===== config.mk =====
export PLATFORM = sky130hd
export DESIGN_NAME = cuab_ram
export DESIGN_NICKNAME = d
export VERILOG_FILES = /design/src/rtl/cuab_ram.sv
export SDC_FILE = /design/constraint.sdc
export NUM_CORES = 1
export LEC_CHECK = 0
export BUFFER_PORTS_ARGS = -buffer_cell sky130_fd_sc_hd__buf_2
export CAP_MARGIN = 20
export CELL_PAD_IN_SITES_DETAIL_PLACEMENT = 0
export CELL_PAD_IN_SITES_GLOBAL_PLACEMENT = 2
export CORE_ASPECT_RATIO = 1.2
export CORE_MARGIN = 1
export CORE_UTILIZATION = 43
export DETAILED_ROUTE_END_ITERATION = 8
export PLACE_DENSITY_LB_ADDON = 0.25
export SKIP_CTS_REPAIR_TIMING = 1
export SLEW_MARGIN = 20
export SYNTH_ARGS = -nofsm -noshare
export SYNTH_HDL_FRONTEND = slang
export SYNTH_SLANG_ARGS = --single-unit

===== constraint.sdc =====
create_clock -name clk -period 1.5 [get_ports clk]
set_input_delay 0.15 -clock clk [delete_from_list [all_inputs] [get_ports clk]]
set_output_delay 0.15 -clock clk [all_outputs]
set_load 0.02 [all_outputs]

===== src/rtl/cuab_ram.sv =====
// Generic single-write, single-read RAM with registered read data.
// No dependencies.
module cuab_ram #(
  parameter int WIDTH = 8,
  parameter int DEPTH = 16
) (
  input  logic                     clk,
  input  logic                     wr_en,
  input  logic [$clog2(DEPTH)-1:0] wr_addr,
  input  logic [WIDTH-1:0]         wr_data,
  input  logic                     rd_en,
  input  logic [$clog2(DEPTH)-1:0] rd_addr,
  output logic [WIDTH-1:0]         rd_data
);

  logic [WIDTH-1:0] mem [DEPTH];
  logic [WIDTH-1:0] rd_data_r;

  always_ff @(posedge clk) begin
    if (wr_en) begin
      mem[wr_addr] <= wr_data;
    end
    if (rd_en) begin
      rd_data_r <= mem[rd_addr];
    end
  end

  assign rd_data = rd_data_r;

endmodule


# After elaboration in Yosys (flattened, before gate mapping)
# Memories as Yosys holds them, arrays and structs flattened. A register that Yosys moved wholly into a read port is not among the register bits.
# Index checks and enable logic that the tools add are counted.
# totals
regBits	0
latch_bits	0
mem_bits_rw	128
mem_bits_ro	0
in_bits	19
output_inout_bits	8
word_cells	3
mem_count	1
# classes
add_sub_neg	0
mul	0
div_mod_pow	0
magnitude_cmp	0
eq_ne	0
shift	0
muxes	2
bitwise	0
n_reduce_logical	0
# memory_table
name	depth	width	read_ports	rd_ports_with_merged_regs	write_ports	line	text
mem	16	8	1	1	1	16	logic [WIDTH-1:0] mem [DEPTH];
# op_table
operator	n
1-bit 2-to-1 mux	2

# Depth between registers and ports, before layout
# depth
depth_word	2
mapped_depth	5
ltp_nobuf	3

# Worst setup path after synthesis
# Ideal clock, no wire load.
# synth_timing
path_kind	input to register
start	in wr_addr[2]
end	mem mem[0][0] (enable)
setup_ns	0.383
t_arrival_ns	1.260
t_required_ns	1.117
path_slack_ns	-0.143
cell_stages	2
path_buffers	0
path_cell_list	or3b_2 > nor3_1
# synth_lines
item	line	text
from (decl)	9	input logic [$clog2(DEPTH)-1:0] wr_addr,
to (decl)	16	
# No word-level cell before the write port.

==> results by group <==
Worst hold path
  – Worst min-delay path class: in -> reg
  – Hold Path Cell Cnt: 1

Floorplanning
  – Number of placed I/O pins: 27
  – Die extent in x: 102.7 um
  – Die ar.: 12,600 um^2
  – Core Box Area: 11,670 um^2
  – Die H: around 120 um
  – Core Rows: 43
  – Initial Utilization: ~45%

Critical path
  – Crit path depth: 3
  – Worst path arrival time: approximately 1.6 ns
  – Kind of critical path: reg -> reg
  – Reg2reg path depth: 3
  – Delay-heaviest family, CP: multiplexers
  – Critical path's slowest cell: mux4_1
  – CP endpoint kind: flop
  – CP bufs+invs: 0
  – Crit-path cells: mux4_1 -> a22oi_2 -> nand2_1
  – CP startpoint kind: flop
  – Critical Path Fanout Max: 1
  – Max incr delay on CP: 0.53 ns
  – Critical Path RT: 1.65 ns

STA
  – Hold Slack: 0.1262 ns
  – RSZ-0062 raised after global routing: no
  – Final Skew: a little under 0.008 ns
  – Final hold viol count: 0
  – Fin crit share: 95.94%
  – Fmax: around 700 MHz
  – Min Tclk post-route: 1.439 ns
  – Final setup vio count: 0
  – Fin worst setup slack: about 0.061 ns
  – Max-slew violations: 0
  – TNS Setup: 0 ns
  – Relative slew slack: between 40% and 50%
  – Worst slew pin tran: 0.8835 ns

Final layout
  – Final Instance Count excl. Fillers: 461
  – N_diodes: 0
  – Area growth, synth to finish: 20.27%
  – Cell area after layout: 6287 um^2
  – Fraction of layout cells with a size suffix above 1: between 30 and 40%
  – Util after Layout: 53.85%
  – Final net count: 310
  – Fill count: ~920
  – Area of the multi-input gates: between 1000 and 1500 um^2
  – Reg area: 4084 um^2

Clocking
  – Clk buf depth: 2
  – Root Driver: clkbuf_16
  – CTS clk-pin slew, worst paths: 0.05 ns
  – Clock net sink count: 136
  – H-tree levels: 4
  – CTS Buf Count: 17
  – CTS tree: built
  – Clk_lat worst skew: approximately 0.4 ns

Power
  – Total power: 8.578 mW
  – P_sw: 1.705 mW
  – Pwr/cell area: ~1400 nW/um^2
  – Worst vdd ir: ~0.56 mV
  – Comb power frac: just over 5%
  – Internal Power: 6.873 mW
  – Clock power frac: 44.7%
  – Reg power frac: 50.2%
  – Leak pwr: 2.139 nW
  – Switch share: 19.87%

Synthesis
  – Area leader, netlist: edfxtp_1
  – Syn nets: 248
  – Mapped Area: 5228 um^2
  – Yosys top cell area share: 78.12%
  – Sequential area share after synthesis: 78.12%
  – Ys Warns: 0
  – Number of synthesized register bits: 136
  – Synth area leaders: edfxtp_1, mux4_2, mux4_1, a22oi_1, nor2_1
  – Syn_area_per_cell: 22.83 um^2
  – Netlist cell types: 18
  – Synthesized netlist cell count: roughly 230

Place
  – Place WS: -0.2624 ns
  – RD Place Congestion: 0.7581
  – Placed Area: 5725 um^2
  – Placed cells: 429
  – Port Buffers: 26
  – Post-DP HPWL: a little under 7 mm

Drt
  – Routed vias: 2,489
  – Remaining DRCs: 0
  – Initial DRC Count: 154
  – Drt total wl: 10.48 mm
  – Wire per inst: ~23 um
  – Avg Vias per Cell: 5.399
  – Post-DRT Antenna Nets: 0
  – DR pass1 iterations: 4

Global route
  – Wire length of the first global-routing pass: 15.71 mm
  – GRT overflow: 0
  – Vias in the first global route: 2,622
  – Tot GR Track Use: 18.72%
  – Initial antenna violation count: 0
  – Largest net degree at the start of global routing: 23

Flow run
  – Maxcap violations: 0

Outcome
  – Outcome: completed
[routing by layer]
metal,GRT usage (%),part of all wire [%],vias to the layer above
met2,29.71,51,76
met4,8.214,1.7,0
met3,5.011,4.0,19
met5,0,0,-
li1,-,-,1106
met1,24.20,43,1288
[cells in the mapped netlist]
master / count
clkdlybuf4s25_2: 3
and2_1: 1
nor3_1: 4
and2b_1: 1
nand2b_1: 2
or3b_2: 1
nand2_1: 9
edfxtp_1: 136
mux4_1: 14
nand3b_1: 2
buf_6: 3
nor2_1: 13
a22oi_1: 16
mux4_2: 18
buf_2: 3
nand3_1: 1
buf_4: 1
nor2b_1: 1
[cell type report]
type | instances | share of cell area (%)
Clock inverter | 12 | 1.731
Clock buffer | 20 | 6.945
Sequential cell | 136 | 64.96
Tap cell | 157 | 3.124
Multi-Input combinational cell | 83 | 17.15
Timing Repair Buffer | 53 | 6.090
[registers in the layout (all words and copies together) (netlist names)]
register	cells
rd_data	8
mem	128
[kinds of logic (layout without fill, tap and decap cells)]
family / count (synthesis) / count (layout) / share of synthesized area (%)
flip-flops: 136 / 136 / 78.12
AND/OR/NAND/NOR: 35 / 35 / 3.136
multiplexers: 32 / 32 / 14.79
AO/OA/AOI/OAI: 16 / 16 / 2.298
buffers and inverters: 10 / 85 / 1.651
[cell usage in the layout (no fill, tap or decap)]
cell type	Yosys	final
nor2_1	13	13
and2b_1	1	1
nor3_1	4	3
nand3b_1	2	2
nand2b_1	2	2
clkbuf_1	0	3
a22oi_1	16	12
clkinvlp_4	0	1
mux4_1	14	13
nand2_1	9	9
edfxtp_1	136	136
buf_2	3	26
buf_4	1	23
a22oi_2	0	4
nor3_2	0	1
and2_1	1	1
nand3_1	1	1
mux4_2	18	19
bufinv_16	0	2
nor2b_1	1	1
clkbuf_16	0	17
buf_12	0	4
clkinv_1	0	3
or3b_2	1	1
clkinv_2	0	6
[power groups by stage]
stage               clock network (mW)  registers (mW)  logic (mW)
detailed placement                   0            4.39       0.434
floorplan                            0            4.40       0.216
finish                            3.84            4.31       0.434
global placement                     0            4.39       0.428
CTS                               3.89            4.31       0.435
global route                      4.05            4.31       0.469
[final timing paths]
kind	from	endpoint	slack, ns
worst max-delay path	mem[10][4]	rd_data[4]	0.06
worst min-delay path	rd_en	rd_data[1]	0.13
worst max register to register	mem[10][4]	rd_data[4]	0.06
worst min register to register	mem[14][6]	rd_data[6]	0.74
Note: power is estimated with default switching activity, not from simulation.
