`config.mk`:
```
export PLATFORM = sky130hd
export DESIGN_NAME = cuab_fill
export DESIGN_NICKNAME = d
export VERILOG_FILES = /design/src/rtl/cuab_pkg.sv /design/src/rtl/cuab_fill.sv
export SDC_FILE = /design/constraint.sdc
export NUM_CORES = 1
export LEC_CHECK = 0
export ABC_AREA = 1
export BUFFER_PORTS_ARGS = -buffer_cell sky130_fd_sc_hd__buf_4
export CAP_MARGIN = 20
export CORE_MARGIN = 2
export CORE_UTILIZATION = 59
export DETAILED_ROUTE_END_ITERATION = 7
export PLACE_DENSITY = 0.91
export SLEW_MARGIN = 10
export SYNTH_ARGS = -nofsm -noshare
export SYNTH_HDL_FRONTEND = slang
export SYNTH_SLANG_ARGS = --single-unit
```
`constraint.sdc`:
```
create_clock -name clk -period 4.2 [get_ports clk]
set_clock_uncertainty 0.2 [all_clocks]
set_input_delay 0.42 -clock clk [delete_from_list [all_inputs] [get_ports clk]]
set_output_delay 0.42 -clock clk [all_outputs]
set_load 0.1 [all_outputs]
```
`src/rtl/cuab_pkg.sv`:
```
// Shared types and constants for the two-letter arrangement unranking block.
// No dependencies; imported by the top level and the table builder.
package cuab_pkg;

  localparam int COUNT_W      = 6;
  localparam int RANK_W       = 61;
  localparam int MAX_EACH_DEF = 32;

  typedef struct packed {
    logic [COUNT_W-1:0] count_a;
    logic [COUNT_W-1:0] count_b;
    logic [RANK_W-1:0]  rank;
  } cuab_in_t;

  typedef struct packed {
    logic letter_is_b;
    logic last;
  } cuab_out_t;

  // Table builder status and RAM strobes
  typedef struct packed {
    logic we;
    logic re;
    logic done;
  } fill_ctrl_t;

endpackage

```
`src/rtl/cuab_fill.sv`:
```
// Builds the Pascal table C(i+j, i) in RAM after reset, each entry in a read phase then a write phase.
// Depends on cuab_pkg.
module cuab_fill #(
  parameter int MAX_EACH = cuab_pkg::MAX_EACH_DEF
) (
  input  logic                                          clk,
  input  logic                                          rst_n,
  input  logic [cuab_pkg::RANK_W-1:0]                   rd_data,
  output cuab_pkg::fill_ctrl_t                          ctrl,
  output logic [$clog2((MAX_EACH+1)*(MAX_EACH+1))-1:0]  rd_addr,
  output logic [$clog2((MAX_EACH+1)*(MAX_EACH+1))-1:0]  wr_addr,
  output logic [cuab_pkg::RANK_W-1:0]                   wr_data
);
  import cuab_pkg::*;

  localparam int SIDE  = MAX_EACH + 1;
  localparam int DEPTH = SIDE * SIDE;
  localparam int AW    = $clog2(DEPTH);
  localparam int CW    = $clog2(SIDE);
  localparam logic [AW-1:0] SIDE_A = AW'(SIDE);
  localparam logic [AW-1:0] LAST_A = AW'(DEPTH - 1);
  localparam logic [CW-1:0] MAX_C  = CW'(MAX_EACH);

  logic [AW-1:0]     addr_r, addr_nxt;
  logic [CW-1:0]     row_r, row_nxt;
  logic [CW-1:0]     col_r, col_nxt;
  logic              ph_r, ph_nxt;
  logic              done_r, done_nxt;
  logic [RANK_W-1:0] prev_r, prev_nxt;
  logic [RANK_W-1:0] above, left_v, sum;

  always_comb begin
    above   = (row_r != '0) ? rd_data : '0;
    left_v  = (col_r != '0) ? prev_r : '0;
    sum     = above + left_v + RANK_W'((row_r == '0) && (col_r == '0));

    addr_nxt = addr_r;
    row_nxt  = row_r;
    col_nxt  = col_r;
    ph_nxt   = ph_r;
    done_nxt = done_r;
    prev_nxt = prev_r;
    ctrl.we  = 1'b0;
    ctrl.re  = 1'b0;
    ctrl.done = done_r;

    if (!done_r) begin
      if (!ph_r) begin
        // fetch the entry one row up
        ctrl.re = (row_r != '0);
        ph_nxt  = 1'b1;
      end else begin
        ctrl.we  = 1'b1;
        prev_nxt = sum;
        ph_nxt   = 1'b0;
        addr_nxt = addr_r + AW'(1);
        if (col_r == MAX_C) begin
          col_nxt = '0;
          row_nxt = row_r + CW'(1);
        end else begin
          col_nxt = col_r + CW'(1);
        end
        if (addr_r == LAST_A) begin
          done_nxt = 1'b1;
        end
      end
    end
  end

  assign rd_addr = addr_r - SIDE_A;
  assign wr_addr = addr_r;
  assign wr_data = sum;

  always_ff @(posedge clk) begin
    if (!rst_n) begin
      addr_r <= '0;
      row_r  <= '0;
      col_r  <= '0;
      ph_r   <= 1'b0;
      done_r <= 1'b0;
    end else begin
      addr_r <= addr_nxt;
      row_r  <= row_nxt;
      col_r  <= col_nxt;
      ph_r   <= ph_nxt;
      done_r <= done_nxt;
    end
    prev_r <= prev_nxt;
  end

endmodule
```
# Word-level counts from Yosys, hierarchy flattened
# Index checks and enable logic that the tools add are counted.
op_classes:
  n_addsub: 6
  mul: 0
  n_div: 0
  order_cmp: 0
  n_eq_ne: 2
  shifts: 0
  mux: 10
  bitwise: 1
  n_reduce_logical: 7
ops:
  columns: ["op", "count"]
  rows:
  - ["61-bit two-way mux", 2]
  - ["61-bit by 1-bit adder with 61-bit output", 1]
  - ["61-bit adder", 1]
  - ["6-bit by 1-bit adder with 6-bit output (second input constant)", 2]
  - ["6-bit logical NOT", 2]
  - ["6-bit nonzero test", 2]
  - ["11-bit by 1-bit adder with 11-bit output (second input constant)", 1]
  - ["11-bit equality test (second input constant)", 1]
  - ["11-bit by 6-bit subtractor with 11-bit output (second input constant)", 1]
  - ["6-bit equality test (second input constant)", 1]
  - ["1-bit two-way mux", 6]
  - ["6-bit two-way mux", 1]
  - ["3-bit AND reduction", 1]
  - ["2-bit two-way mux", 1]
  - ["2-bit AND reduction", 1]
  - ["1-bit logical AND", 1]
  - ["1-bit inverter", 1]
totals:
  regBits: 86
  latch_bits: 0
  ram_bits: 0
  mem_bits_ro: 0
  inputBits: 63
  output_inout_bits: 86
  word_cells: 32
  n_memories: 0

# Longest topological paths before layout
depth:
  depth_word: 4
  depth_mapped: 22
  depth_no_buf: 21

# Least setup slack after synthesis
# OpenSTA, ideal clock, no wires.
synth_path:
  path_kind: "register to output"
  from: "register addr_r[0], in the netlist wr_addr[0]"
  to: "output port rd_addr[10]"
  arrival_time_ps: 4112
  required_time_ps: 3580
  setup_slack_ps: -532
  stages_incl_launch_ff: 10
  path_buffers: 0
  path_cell_list: "dfxtp_1 > inv_1 > ha_1 > inv_1 > nor2_1 > nand2_1 > nand2_1 > nand3_1 > nor3_1 > xor2_1"
synth_via:
  elab_chain_len: 1
synth_lines:
  columns: ["item", "line", "rtl"]
  rows:
  - ["start: declaration", "cuab_fill.sv:24", "logic [AW-1:0] addr_r, addr_nxt;"]
  - ["start signal: assignment", "cuab_fill.sv:82", "addr_r <= addr_nxt;"]
  - ["11-bit by 6-bit subtractor with 11-bit output", "cuab_fill.sv:70", "assign rd_addr = addr_r - SIDE_A;"]
  - ["end: declaration", "cuab_fill.sv:10", "output logic [$clog2((MAX_EACH+1)*(MAX_EACH+1))-1:0] rd_addr,"]
# Every way passes these cells.

# Final worst setup path
layout_path:
  from: "register col_r[0]"
  to: "output port wr_data[44] (netlist name)"
layout_via:
  elab_chain_len: 4
  elab_cells_between_ends: 6
  cone_classes: "add/sub: 2; mux: 1; reduce/logical: 3"
layout_lines:
  columns: ["item", "line", "rtl"]
  rows:
  - ["start: declaration", "cuab_fill.sv:26", "logic [CW-1:0] col_r, col_nxt;"]
  - ["start signal: assignment", "cuab_fill.sv:84", "col_r <= col_nxt;"]
  - ["6-bit nonzero test", "cuab_fill.sv:34", "left_v = (col_r != '0) ? prev_r : '0;"]
  - ["61-bit two-way mux", "cuab_fill.sv:34", null]
  - ["61-bit adder", "cuab_fill.sv:35", "sum = above + left_v + RANK_W'((row_r == '0) && (col_r == '0));"]
  - ["61-bit by 1-bit adder with 61-bit output *", "cuab_fill.sv:35", null]
  - ["end: declaration", "cuab_fill.sv:12", "output logic [cuab_pkg::RANK_W-1:0] wr_data"]
# Mark *: on every way between the ends. The rest lies on a longest branch, timed or not.

==> out/results.ini <==
[final_layout]
finalNonFillerCells = 2074
final_cell_mix = nand2_1 (642), inv_1 (419), buf_4 (133), nor2_1 (89), edfxtp_1 (61)
layout.nets = 1984
diodes = 0
drive_gt1_share_pct = 20.7
layout_commonest_cell = nand2_1
area_growth_pct = 30.9

[power]
p_switching_uw = 1270
combPwrFrac_pct = 37.9
vdd_drop_max_uv = 193
swShare_pct = 41.8
pwr-share-seq_pct = 32.6
p_per_area_nw_per_um2 = 240
power.leakage_uw = 0.00760
p_int_uw = 1770
p_clk_share_pct = 29.5

[floorplan]
initial_core_util_pct = 60.6
pin_count = 149
die_w_um = 132
num_rows = 46
core-area_um2 = 15900
die_area_um2 = 17400
fp.dieH_um = 132

[worst_setup_path]
required_ps = 3580
crit_type = reg2out
cp_data_arrival_time_ps = 3610
end_kind = output pin
worstRegToRegCells = 22
critPathLaunchType = flip-flop
worst-path-max-fanout = 28

[placement]
hpwl_um = 25400
dp_slack_ps = 110
dp.cells = 2042
port_buffers = 148
gp_congestion = 0.997

[cts]
clock_path_buffers = 2
cts_buffers = 9
clk_pin_slew_ps = 70
cts.sinks = 86
root_buffer = clkbuf_16
clock_latency_ps = 370
tritoncts = done
ctsHoldBuffers = 0
h-tree-depth = 3

[sta]
period_share_pct = 101
max_freq_mhz = 237
fin_crit_ps = 4230
rsz0062_at_grt = true
fin_ws_ps = -27.6
slew_headroom_pct = 66.4
drv_slew = 0
timing_hold_violations_final = 0
setup_viol_count_final = 4
worst_slew_pin_slew_ps = 503

[grt]
grt_pass1_wl_um = 50500
overflow = 0
grt_max_degree = 39
grt_pass1_vias = 10178
grt_usage_pct = 36.2
antenna_found_initial = 0

[route]
dr.pass1.iters = 8
postRouteAntennaNets = 0
drc_errors = 1
routed-via-count = 11207
wire_per_inst_um = 16.7
drtIter0Drc = 1155
viasPerCell = 5.40
finalWirelength_um = 34700

[logic_synthesis]
async_reset_ff_share_pct = 0
syn_avg_cell_area_um2 = 5.74
syn_area_um2 = 9670
synth_edf_count = 61
synth.distinct_cells = 33
ys.flop_type = edfxtp_1
synth_seq_cells = 86
yosysSeqAreaShare_pct = 24.1
syn_inst = 1684
yosys_warnings = 0
synth_nets = 1815

[min_path]
hold_class = in2reg
hold_depth = 3

[outcome]
violations = design-rule violations, negative setup slack
status = finished, violations left

[flow_run]
cap_violations = 0

## through the flow
stage	utilization [%]	TNS (ps)	hold slack, ps	cell area [um2]	total power [uW]
after global routing	79.4	-2950	196	12700	3100
after global placement	70.8	0	248	11300	1980
after CTS	74.1	0	179	11800	2910
final	79.4	-64.0	179	12700	3040
after floorplan	-	0	231	9880	1750
after detailed placement	70.8	0	248	11300	2000
## layout make-up
| class | count | area [um2] |
|---|---|---|
| Inverter | 432 | 1630 |
| Timing Repair Buffer | 174 | 1730 |
| Clock inverter | 5 | 43.8 |
| Fill cell | 1151 | 3280 |
| Multi-Input combinational cell | 1150 | 6390 |
| Clock buffer | 11 | 264 |
| Sequential cell | 86 | 2340 |
| Tap cell | 216 | 270 |
## sequential cells by signal (all words and copies together) (netlist names)
name     count
prev_r      61
wr_addr     11
col_r        6
row_r        6
done_r       1
ph_r         1
## worst paths after layout
check,startpoint,to,slack (ps)
setup / recovery,col_r[0]$_SDFFE_PN0P_,wr_data[44],-30
hold / removal,rst_n,row_r[4]$_SDFFE_PN0P_,180
setup reg to reg,col_r[0]$_SDFFE_PN0P_,prev_r[60]$_DFFE_PP_,570
hold reg to reg,done_r$_SDFF_PN0_,ph_r$_SDFFE_PN0N_,290
## timing repair
action,CTS,global route
buffers inserted,2,11
pin swaps,2,16
hold endpoints to repair,0,0
setup endpoints to repair,35,48
gates cloned,1,2
resized for setup,50,181
## worst max-delay path: stages, from the launching register on
cell and delay [ps]:
dfxtp_2 340, inv_2 70, ha_2 160, nand2_2 70
nor2_4 140, nand2_4 140, buf_8 210, nand2_1 90
inv_1 40, ha_1 350, nand2_2 170, inv_1 60
nand2_1 70, nand2_1 170, nand2_1 130, nand2_1 140
a21oi_2 200, nand2_4 160, nand2_4 90, nand3_1 110
nand2_2 120, buf_12 180
## cells in the mapped netlist (all sizes together), types with 2 or more instances
| library cell | number | area (um2) |
|---|---|---|
| a21oi | 59 | 295 |
| and2 | 3 | 18.8 |
| clkbuf | 15 | 56.3 |
| dfxtp | 25 | 500 |
| edfxtp | 61 | 1830 |
| fa | 2 | 40.0 |
| ha | 66 | 826 |
| inv | 431 | 1620 |
| nand2 | 696 | 2640 |
| nand3 | 65 | 370 |
| nand4 | 18 | 113 |
| nor2 | 127 | 517 |
| nor3 | 28 | 191 |
| nor3b | 5 | 37.5 |
| nor4 | 3 | 18.8 |
| o21a | 2 | 15.0 |
| o21ai | 20 | 100 |
| o21bai | 10 | 75.1 |
| or2 | 2 | 12.5 |
| xor2 | 41 | 359 |
## per-layer routing
metal  GRT usage (%)  up-vias  routed length, um
li1                -     5342                  -
met1            44.6     5042              13100
met2            64.6      653              16700
met3            3.84      170               2800
met4            14.5        0               2030
met5               0        -                  0
## power groups by stage
stage	logic, uW	registers [uW]	clock network, uW
2_1_floorplan	730	1020	0
3_3_place_gp	976	1000	0
3_5_place_dp	991	1010	0
4_1_cts	1030	987	884
5_1_grt	1190	992	913
6_report	1150	988	897
## cells by family after synthesis
logic type                 synth area share (%)
DFF                                        24.1
AOI/OAI and AO/OA                          5.25
and+or+nand+nor                            40.5
adders and majority gates                  8.96
xor gates and xnor gates                   3.71
buffers and inverters                      17.4
No activity file was read; power rests on OpenSTA's default activity.
